--- src/rtl/core/mtdi_pkg.sv ---
// mtdi_pkg: shared types, constants and helpers of the multitap delay block
// used by mtdi_ctl, mtdi_lane and multitap_delay_interp
// no dependencies
package mtdi_pkg;

    // store depth and channel count defaults
    localparam int unsigned DELAY_DEPTH_DEF = 131072;
    localparam int unsigned CHANNELS_DEF    = 2;

    // configuration register indexes
    localparam logic [2:0] CFG_BASE_TARGET = 3'd0;
    localparam logic [2:0] CFG_FEEDBACK    = 3'd1;
    localparam logic [2:0] CFG_WET_MIX     = 3'd2;
    localparam logic [2:0] CFG_TAP_MULS    = 3'd3;
    localparam logic [2:0] CFG_TAP_GAINS   = 3'd4;

    // configuration reset values
    localparam logic [16:0] TARGET_RST   = 17'd14400;
    localparam logic [15:0] FEEDBACK_RST = 16'd19661;
    localparam logic [16:0] WET_MIX_RST  = 17'd22938;
    localparam logic [47:0] TAP_MULS_RST = 48'd141746930089984;
    localparam logic [63:0] TAP_GAIN_RST = 64'd9223750600063762432;

    // fixed point constants
    localparam logic [16:0] Q16_ONE  = 17'd65536;
    localparam logic [15:0] Q13_ONE  = 16'd8192;
    localparam logic [7:0]  SLEW_Q16 = 8'd98;

    localparam logic signed [63:0] S24_MAX = 64'sd8388607;
    localparam logic signed [63:0] S24_MIN = -64'sd8388608;

    // per-step strobes from the sequencer to the channel lanes
    typedef struct packed {
        logic start;
        logic rd;
        logic mult;
        logic tsum;
        logic gain;
        logic acc;
        logic first;
        logic mix0;
        logic mix1;
        logic fin;
    } t_lane_ctl;

    // saturate to a signed 24-bit sample
    function automatic logic signed [23:0] sat24(input logic signed [63:0] v);
        logic signed [23:0] r;
        if (v > S24_MAX) begin
            r = 24'sh7FFFFF;
        end else if (v < S24_MIN) begin
            r = -24'sh800000;
        end else begin
            r = v[23:0];
        end
        return r;
    endfunction

endpackage

--- src/rtl/core/mtdi_ctl.sv ---
// mtdi_ctl: frame sequencer, base delay slew and tap read position unit
// shared by all channel lanes; depends on mtdi_pkg
module mtdi_ctl #(
    parameter int unsigned DELAY_DEPTH = mtdi_pkg::DELAY_DEPTH_DEF,
    parameter int unsigned AW          = $clog2(DELAY_DEPTH)
) (
    input  logic                 i_clk,
    input  logic                 i_rst_n,
    input  logic                 i_valid,
    output logic                 o_stall,
    input  logic                 i_out_busy,
    input  logic [16:0]          i_base_delay_target,
    input  logic [47:0]          i_tap_multipliers,
    input  logic [63:0]          i_tap_gains,
    output mtdi_pkg::t_lane_ctl  o_ctl,
    output logic [AW-1:0]        o_rd_addr0,
    output logic [AW-1:0]        o_rd_addr1,
    output logic                 o_rd_ok0,
    output logic                 o_rd_ok1,
    output logic [15:0]          o_frac,
    output logic [15:0]          o_gain,
    output logic [AW-1:0]        o_wr_addr,
    output logic                 o_load
);
    import mtdi_pkg::*;

    localparam int unsigned BW  = AW + 16;
    localparam int unsigned PW  = AW + 20;
    localparam int unsigned CW  = ((AW > 17) ? AW : 17) + 1;
    localparam int unsigned RST_SAMP =
        (int'(TARGET_RST) > DELAY_DEPTH - 1) ? DELAY_DEPTH - 1 : int'(TARGET_RST);
    localparam logic [BW-1:0] BASE_RST = BW'(RST_SAMP) << 16;
    localparam logic [PW-1:0] SPAN     = PW'(DELAY_DEPTH) << 16;
    localparam logic [CW-1:0] HI_SAMP  = CW'(DELAY_DEPTH - 2);
    localparam logic [AW-1:0] LAST     = AW'(DELAY_DEPTH - 1);

    localparam logic [3:0] S_IDLE = 4'd0;
    localparam logic [3:0] S_SLEW = 4'd1;
    localparam logic [3:0] S_MUL  = 4'd2;
    localparam logic [3:0] S_POS  = 4'd3;
    localparam logic [3:0] S_RED  = 4'd4;
    localparam logic [3:0] S_RD   = 4'd5;
    localparam logic [3:0] S_MULT = 4'd6;
    localparam logic [3:0] S_TSUM = 4'd7;
    localparam logic [3:0] S_GAIN = 4'd8;
    localparam logic [3:0] S_ACC  = 4'd9;
    localparam logic [3:0] S_MIX0 = 4'd10;
    localparam logic [3:0] S_MIX1 = 4'd11;
    localparam logic [3:0] S_FIN  = 4'd12;
    localparam logic [3:0] S_DONE = 4'd13;

    logic [3:0]      r_state, n_state;
    logic [1:0]      r_tap;
    logic [1:0]      r_k;
    logic [BW-1:0]   r_base;
    logic [BW+15:0]  r_prod;
    logic [PW-1:0]   r_pos;
    logic [AW-1:0]   r_wpos;
    logic            r_full;

    logic [CW-1:0]          tgt_samp;
    logic [BW-1:0]          tgt_q;
    logic signed [BW:0]     diff;
    logic signed [BW+8:0]   slew_prod;
    logic signed [BW+8:0]   slew_step;
    logic [15:0]            mul;
    logic [BW+2:0]          delay;
    logic [PW-1:0]          red_sub;
    logic [AW-1:0]          a0;
    logic [AW-1:0]          a1;
    logic                   accept;

    assign accept = i_valid && (r_state == S_IDLE);
    assign o_stall = (r_state != S_IDLE);

    // target clamp and slew step
    always_comb begin
        tgt_samp = CW'(i_base_delay_target);
        if (tgt_samp == '0) begin
            tgt_samp = CW'(1);
        end else if (tgt_samp > HI_SAMP) begin
            tgt_samp = HI_SAMP;
        end
        tgt_q     = {tgt_samp[AW-1:0], 16'b0};
        diff      = $signed({1'b0, tgt_q}) - $signed({1'b0, r_base});
        slew_prod = diff * $signed({1'b0, SLEW_Q16});
        slew_step = slew_prod >>> 16;
    end

    // per-tap multiplier and gain select
    always_comb begin
        case (r_tap)
            2'd0:    mul = Q13_ONE;
            2'd1:    mul = i_tap_multipliers[15:0];
            2'd2:    mul = i_tap_multipliers[31:16];
            default: mul = i_tap_multipliers[47:32];
        endcase
        case (r_tap)
            2'd0:    o_gain = i_tap_gains[15:0];
            2'd1:    o_gain = i_tap_gains[31:16];
            2'd2:    o_gain = i_tap_gains[47:32];
            default: o_gain = i_tap_gains[63:48];
        endcase
        delay = r_prod[BW+15:13];
        case (r_k)
            2'd3:    red_sub = SPAN << 3;
            2'd2:    red_sub = SPAN << 2;
            2'd1:    red_sub = SPAN << 1;
            default: red_sub = SPAN;
        endcase
    end

    // read addresses; entries past the fill point read as zero
    always_comb begin
        a0 = r_pos[AW+15:16];
        a1 = (a0 == LAST) ? '0 : a0 + AW'(1);
        o_rd_addr0 = a0;
        o_rd_addr1 = a1;
        o_rd_ok0   = r_full || (a0 < r_wpos);
        o_rd_ok1   = r_full || (a1 < r_wpos);
        o_frac     = r_pos[15:0];
        o_wr_addr  = r_wpos;
    end

    // next state
    always_comb begin
        n_state = r_state;
        case (r_state)
            S_IDLE: if (i_valid) n_state = S_SLEW;
            S_SLEW: n_state = S_MUL;
            S_MUL:  n_state = S_POS;
            S_POS:  n_state = S_RED;
            S_RED:  if (r_k == 2'd0) n_state = S_RD;
            S_RD:   n_state = S_MULT;
            S_MULT: n_state = S_TSUM;
            S_TSUM: n_state = S_GAIN;
            S_GAIN: n_state = S_ACC;
            S_ACC:  n_state = (r_tap == 2'd3) ? S_MIX0 : S_MUL;
            S_MIX0: n_state = S_MIX1;
            S_MIX1: n_state = S_FIN;
            S_FIN:  n_state = S_DONE;
            S_DONE: if (!i_out_busy) n_state = S_IDLE;
            default: n_state = S_IDLE;
        endcase
    end

    // lane strobes
    always_comb begin
        o_ctl       = '0;
        o_ctl.start = accept;
        o_ctl.rd    = (r_state == S_RD);
        o_ctl.mult  = (r_state == S_MULT);
        o_ctl.tsum  = (r_state == S_TSUM);
        o_ctl.gain  = (r_state == S_GAIN);
        o_ctl.acc   = (r_state == S_ACC);
        o_ctl.first = (r_tap == 2'd0);
        o_ctl.mix0  = (r_state == S_MIX0);
        o_ctl.mix1  = (r_state == S_MIX1);
        o_ctl.fin   = (r_state == S_FIN);
        o_load      = (r_state == S_DONE) && !i_out_busy;
    end

    // control state
    always_ff @(posedge i_clk) begin
        if (!i_rst_n) begin
            r_state <= S_IDLE;
            r_tap   <= '0;
            r_k     <= '0;
            r_base  <= BASE_RST;
            r_wpos  <= '0;
            r_full  <= 1'b0;
        end else begin
            r_state <= n_state;
            case (r_state)
                S_SLEW: begin
                    r_base <= r_base + slew_step[BW-1:0];
                    r_tap  <= '0;
                end
                S_POS:  r_k <= 2'd3;
                S_RED:  r_k <= r_k - 2'd1;
                S_ACC:  r_tap <= r_tap + 2'd1;
                S_DONE: begin
                    if (!i_out_busy) begin
                        if (r_wpos == LAST) begin
                            r_wpos <= '0;
                            r_full <= 1'b1;
                        end else begin
                            r_wpos <= r_wpos + AW'(1);
                        end
                    end
                end
                default: ;
            endcase
        end
    end

    // tap delay product and position reduction
    always_ff @(posedge i_clk) begin
        case (r_state)
            S_MUL: r_prod <= r_base * mul;
            S_POS: r_pos  <= PW'({r_wpos, 16'b0}) + (SPAN << 3) - PW'(delay);
            S_RED: if (r_pos >= red_sub) r_pos <= r_pos - red_sub;
            default: ;
        endcase
    end

endmodule

--- config.mk ---
export PLATFORM = sky130hd
export DESIGN_NAME = mtdi_ctl
export DESIGN_NICKNAME = d
export VERILOG_FILES = /design/src/rtl/core/mtdi_pkg.sv /design/src/rtl/core/mtdi_ctl.sv
export SDC_FILE = /design/constraint.sdc
export NUM_CORES = 2
export LEC_CHECK = 0
export BUFFER_PORTS_ARGS = -buffer_cell sky130_fd_sc_hd__buf_2
export CORE_MARGIN = 8
export CORE_UTILIZATION = 25
export DETAILED_ROUTE_END_ITERATION = 8
export PLACE_DENSITY = 0.37
export SLEW_MARGIN = 40
export SYNTH_ARGS = -nofsm -noshare
export SYNTH_HDL_FRONTEND = slang
export SYNTH_SLANG_ARGS = --single-unit
export TNS_END_PERCENT = 30
--- constraint.sdc ---
create_clock -name i_clk -period 15.7 [get_ports i_clk]
set_clock_uncertainty 0.15 [all_clocks]
set_input_delay 1.57 -clock i_clk [delete_from_list [all_inputs] [get_ports i_clk]]
set_output_delay 1.57 -clock i_clk [all_outputs]
set_load 0.01 [all_outputs]
==> run_results.csv <==
group,metric,value,unit
run_status,run_status,"completed",
detailed_routing,detail_route.vias_per_cell,4.41,
detailed_routing,routed-via-count,22200,
clock_tree,tritoncts_num_sinks,125,
setup_path,worst_path_dominant_cell_family,"compound AO/OA/AOI/OAI gates",
placed_design,port_buffers,229,
sta,period_share,64.1,%
floorplanning,floorplan.die.width,356,um
finish,fillers,12400,
clock_tree,holdBufCountCts,0,
sta,worstMarginPinSlew,875,ps
finish,fin_nets,4455,
logic_synthesis,synth_edf_count,66,
hold_path,hold_class,"flip-flop to flip-flop",
clock_tree,cts-root-to-sink-buffers,2,
setup_path,worst-r2r-setup-slack,6270,ps
global_route,number_of_antenna_violations_at_the_first_check_in_global_routing,0,
floorplanning,initial_utilization,25.2,%
sta,maxClockFrequency,0.0994,GHz
floorplanning,design.die.area,127000,sq um
setup_path,cp-end-kind,"flip-flop",
global_route,grt_pass1_vias,23900,
floorplanning,num_rows,124,
setup_path,crit_path_max_incr_delay,560,ps
clock_tree,tritoncts,"done",
detailed_routing,route.final.wire_length,88.5,mm
clock_tree,insertion_delay,460,ps
logic_synthesis,synth_register_bits,125,
sta,setup_total_negative_slack,0,ps
sta,hold_fails_final_rpt,0,
detailed_routing,drt_pre_antenna_iters,6,
sta,fin_crit,10060,ps
placed_design,routabilityCongestion,0.765,
finish,num_antenna_cells,0,
logic_synthesis,synth_cell_type_count,73,
global_route,grt_first_pass_wirelength,140,mm
clock_tree,cts_buffers,17,
placed_design,hpwlAfterDp,73.5,mm
job,timing.max_cap.violations,0,
clock_tree,clk_transition_reported_paths,70,ps
global_route,globalRouteTotalUtil,13.9,%
clock_tree,postCtsSetupBuffers,0,
clock_tree,cts_resized,0,
sta,finalMaxSlewViolations,0,
logic_synthesis,synth-async-reset-ratio,0,%
setup_path,timing.critical_path.fanout_max,7,
floorplanning,io_pins,230,
logic_synthesis,synth.yosys.warnings,0,
logic_synthesis,netlist.top_cell.by_area,"fa_1",
logic_synthesis,postSynth.topFlopCell,"edfxtp_1",
logic_synthesis,ys_top_cells_by_area,"fa_1 (32%), ha_1 (15%), inv_1 (8.0%)",
clock_tree,ctsRootBufferMaster,"clkbuf_16",
logic_synthesis,synth.avg_cell_area,8.57,sq um
setup_path,cp_data_arrival_time,10300,ps
sta,max_slew_headroom,41.6,%
logic_synthesis,post-synth-top-area-fraction,32.0,%
setup_path,timing.critical_path.required,15940,ps
setup_path,most_used_cell_cp,"ha_1",
sta,setup_viol_count_final,0,
setup_path,cp.buffers_inverters,4,
detailed_routing,route.detailed.wl_per_inst,17.5,um
finish,syn2layout_area_growth,12.6,%
setup_path,worst-setup-path-type,"input pin to flip-flop",
detailed_routing,antenna_violating_nets_left,0,
detailed_routing,drc_errors,0,
setup_path,critPathLaunchType,"input pin",
setup_path,timing.critical_path.slowest_stage_cell,"xnor2_1",
logic_synthesis,synthesis.area,28900,sq um
floorplanning,chipHeight,356,um
global_route,grt_overflow,0,
detailed_routing,initialDrtViolationCount,1081,
logic_synthesis,syn_nets,4309,
logic_synthesis,ys_seq_area_share,10.9,%
clock_tree,ctsHtreeMaxLevel,4,
logic_synthesis,postSynthCellCount,3373,
global_route,grt_start_max_net_pins,51,
sta,setup_repair_after_global_routing_missed_its_margin,"false",
floorplanning,core,115000,sq um
finish,drive_above_1_share,10.2,%
-- area by class of cell --
cell class              instances  area, sq um  area share (%)
well taps                    1512         1890            5.82
clock buffers                  18          429            1.32
repair buffers                286         1590            4.90
multi-input cells            2472        22900            70.5
flip-flops and latches        125         3160            9.73
clock inverters                14          185           0.569
inverters                     617         2320            7.12
-- cells in the mapped netlist (all sizes together) (5+ instances only) --
| master | instances |
|---|---|
| a211oi | 9 |
| a21boi | 10 |
| a21o | 61 |
| a21oi | 114 |
| a222oi | 16 |
| a22oi | 15 |
| a31oi | 10 |
| and2 | 67 |
| and3 | 15 |
| and4 | 6 |
| buf | 8 |
| clkbuf | 151 |
| dfxtp | 59 |
| edfxtp | 66 |
| fa | 462 |
| ha | 341 |
| inv | 617 |
| mux2i | 20 |
| nand2 | 498 |
| nand2b | 28 |
| nand3 | 42 |
| nand4 | 27 |
| nor2 | 210 |
| nor2b | 59 |
| nor3 | 36 |
| nor3b | 5 |
| nor4 | 11 |
| o211a | 5 |
| o211ai | 8 |
| o21a | 20 |
| o21ai | 102 |
| o21bai | 16 |
| o31a | 5 |
| o31ai | 10 |
| or2 | 6 |
| or3 | 7 |
| or4 | 7 |
| xnor2 | 110 |
| xor2 | 66 |
-- worst paths after layout --
check	startpoint	endpoint	cells after the start
hold / removal	r_k[1]	r_k[1]	1
setup reg to reg	r_base[19]	r_base[32]	36
setup / recovery	i_base_delay_target[16]	r_base[32]	39
hold reg to reg	r_k[1]	r_k[1]	1
-- cell families after synthesis --
logic type	share of synthesized area [%]
buffers and inverters	10.1
XOR/XNOR	5.34
adder cells (fa/ha/maj)	46.8
flip-flops	10.9
AND/OR/NAND/NOR	16.1
other	0.0130
multiplexers	0.732
AO/OA/AOI/OAI	9.97
-- flip-flops by register name, indices dropped and copies added, names as in the netlist --
name	cells
o_wr_addr	17
r_base	33
r_full	1
r_k	2
r_pos	33
r_prod	33
r_state	4
r_tap	2
-- layout by cell type (no fill, tap or decap), drive strengths merged, types with 61 or more instances in the layout --
cell,netlist,final
a21o,61,61
a21oi,114,114
and2,67,67
buf,8,286
edfxtp,66,66
fa,462,462
ha,341,341
inv,617,621
nand2,498,498
nor2,210,210
o21ai,102,102
xnor2,110,110
xor2,66,66
-- routing by layer --
metal | part of all wire, % | track usage, %
met5 | 0 | 0
met1 | 51 | 19.9
met4 | 1.2 | 2.46
met2 | 45 | 22.7
met3 | 3.4 | 1.75
-- metrics by stage --
stage / instances / utilization [%] / cell area (sq um) / setup slack [ps] / hold slack [ps]
floorplan: 3373 / - / 28900 / 6330 / 335
global placement: 5010 / 27.8 / 31900 / 5040 / 349
detailed placement: 5012 / 27.9 / 31900 / 5060 / 354
CTS: 5044 / 28.4 / 32500 / 5530 / 370
global route: 5044 / 28.4 / 32500 / 4960 / 400
finish: 5044 / 28.4 / 32500 / 5640 / 367
Power is not shown: default switching activity piles up to over one toggle a cycle in this logic, so the estimate is an artifact.
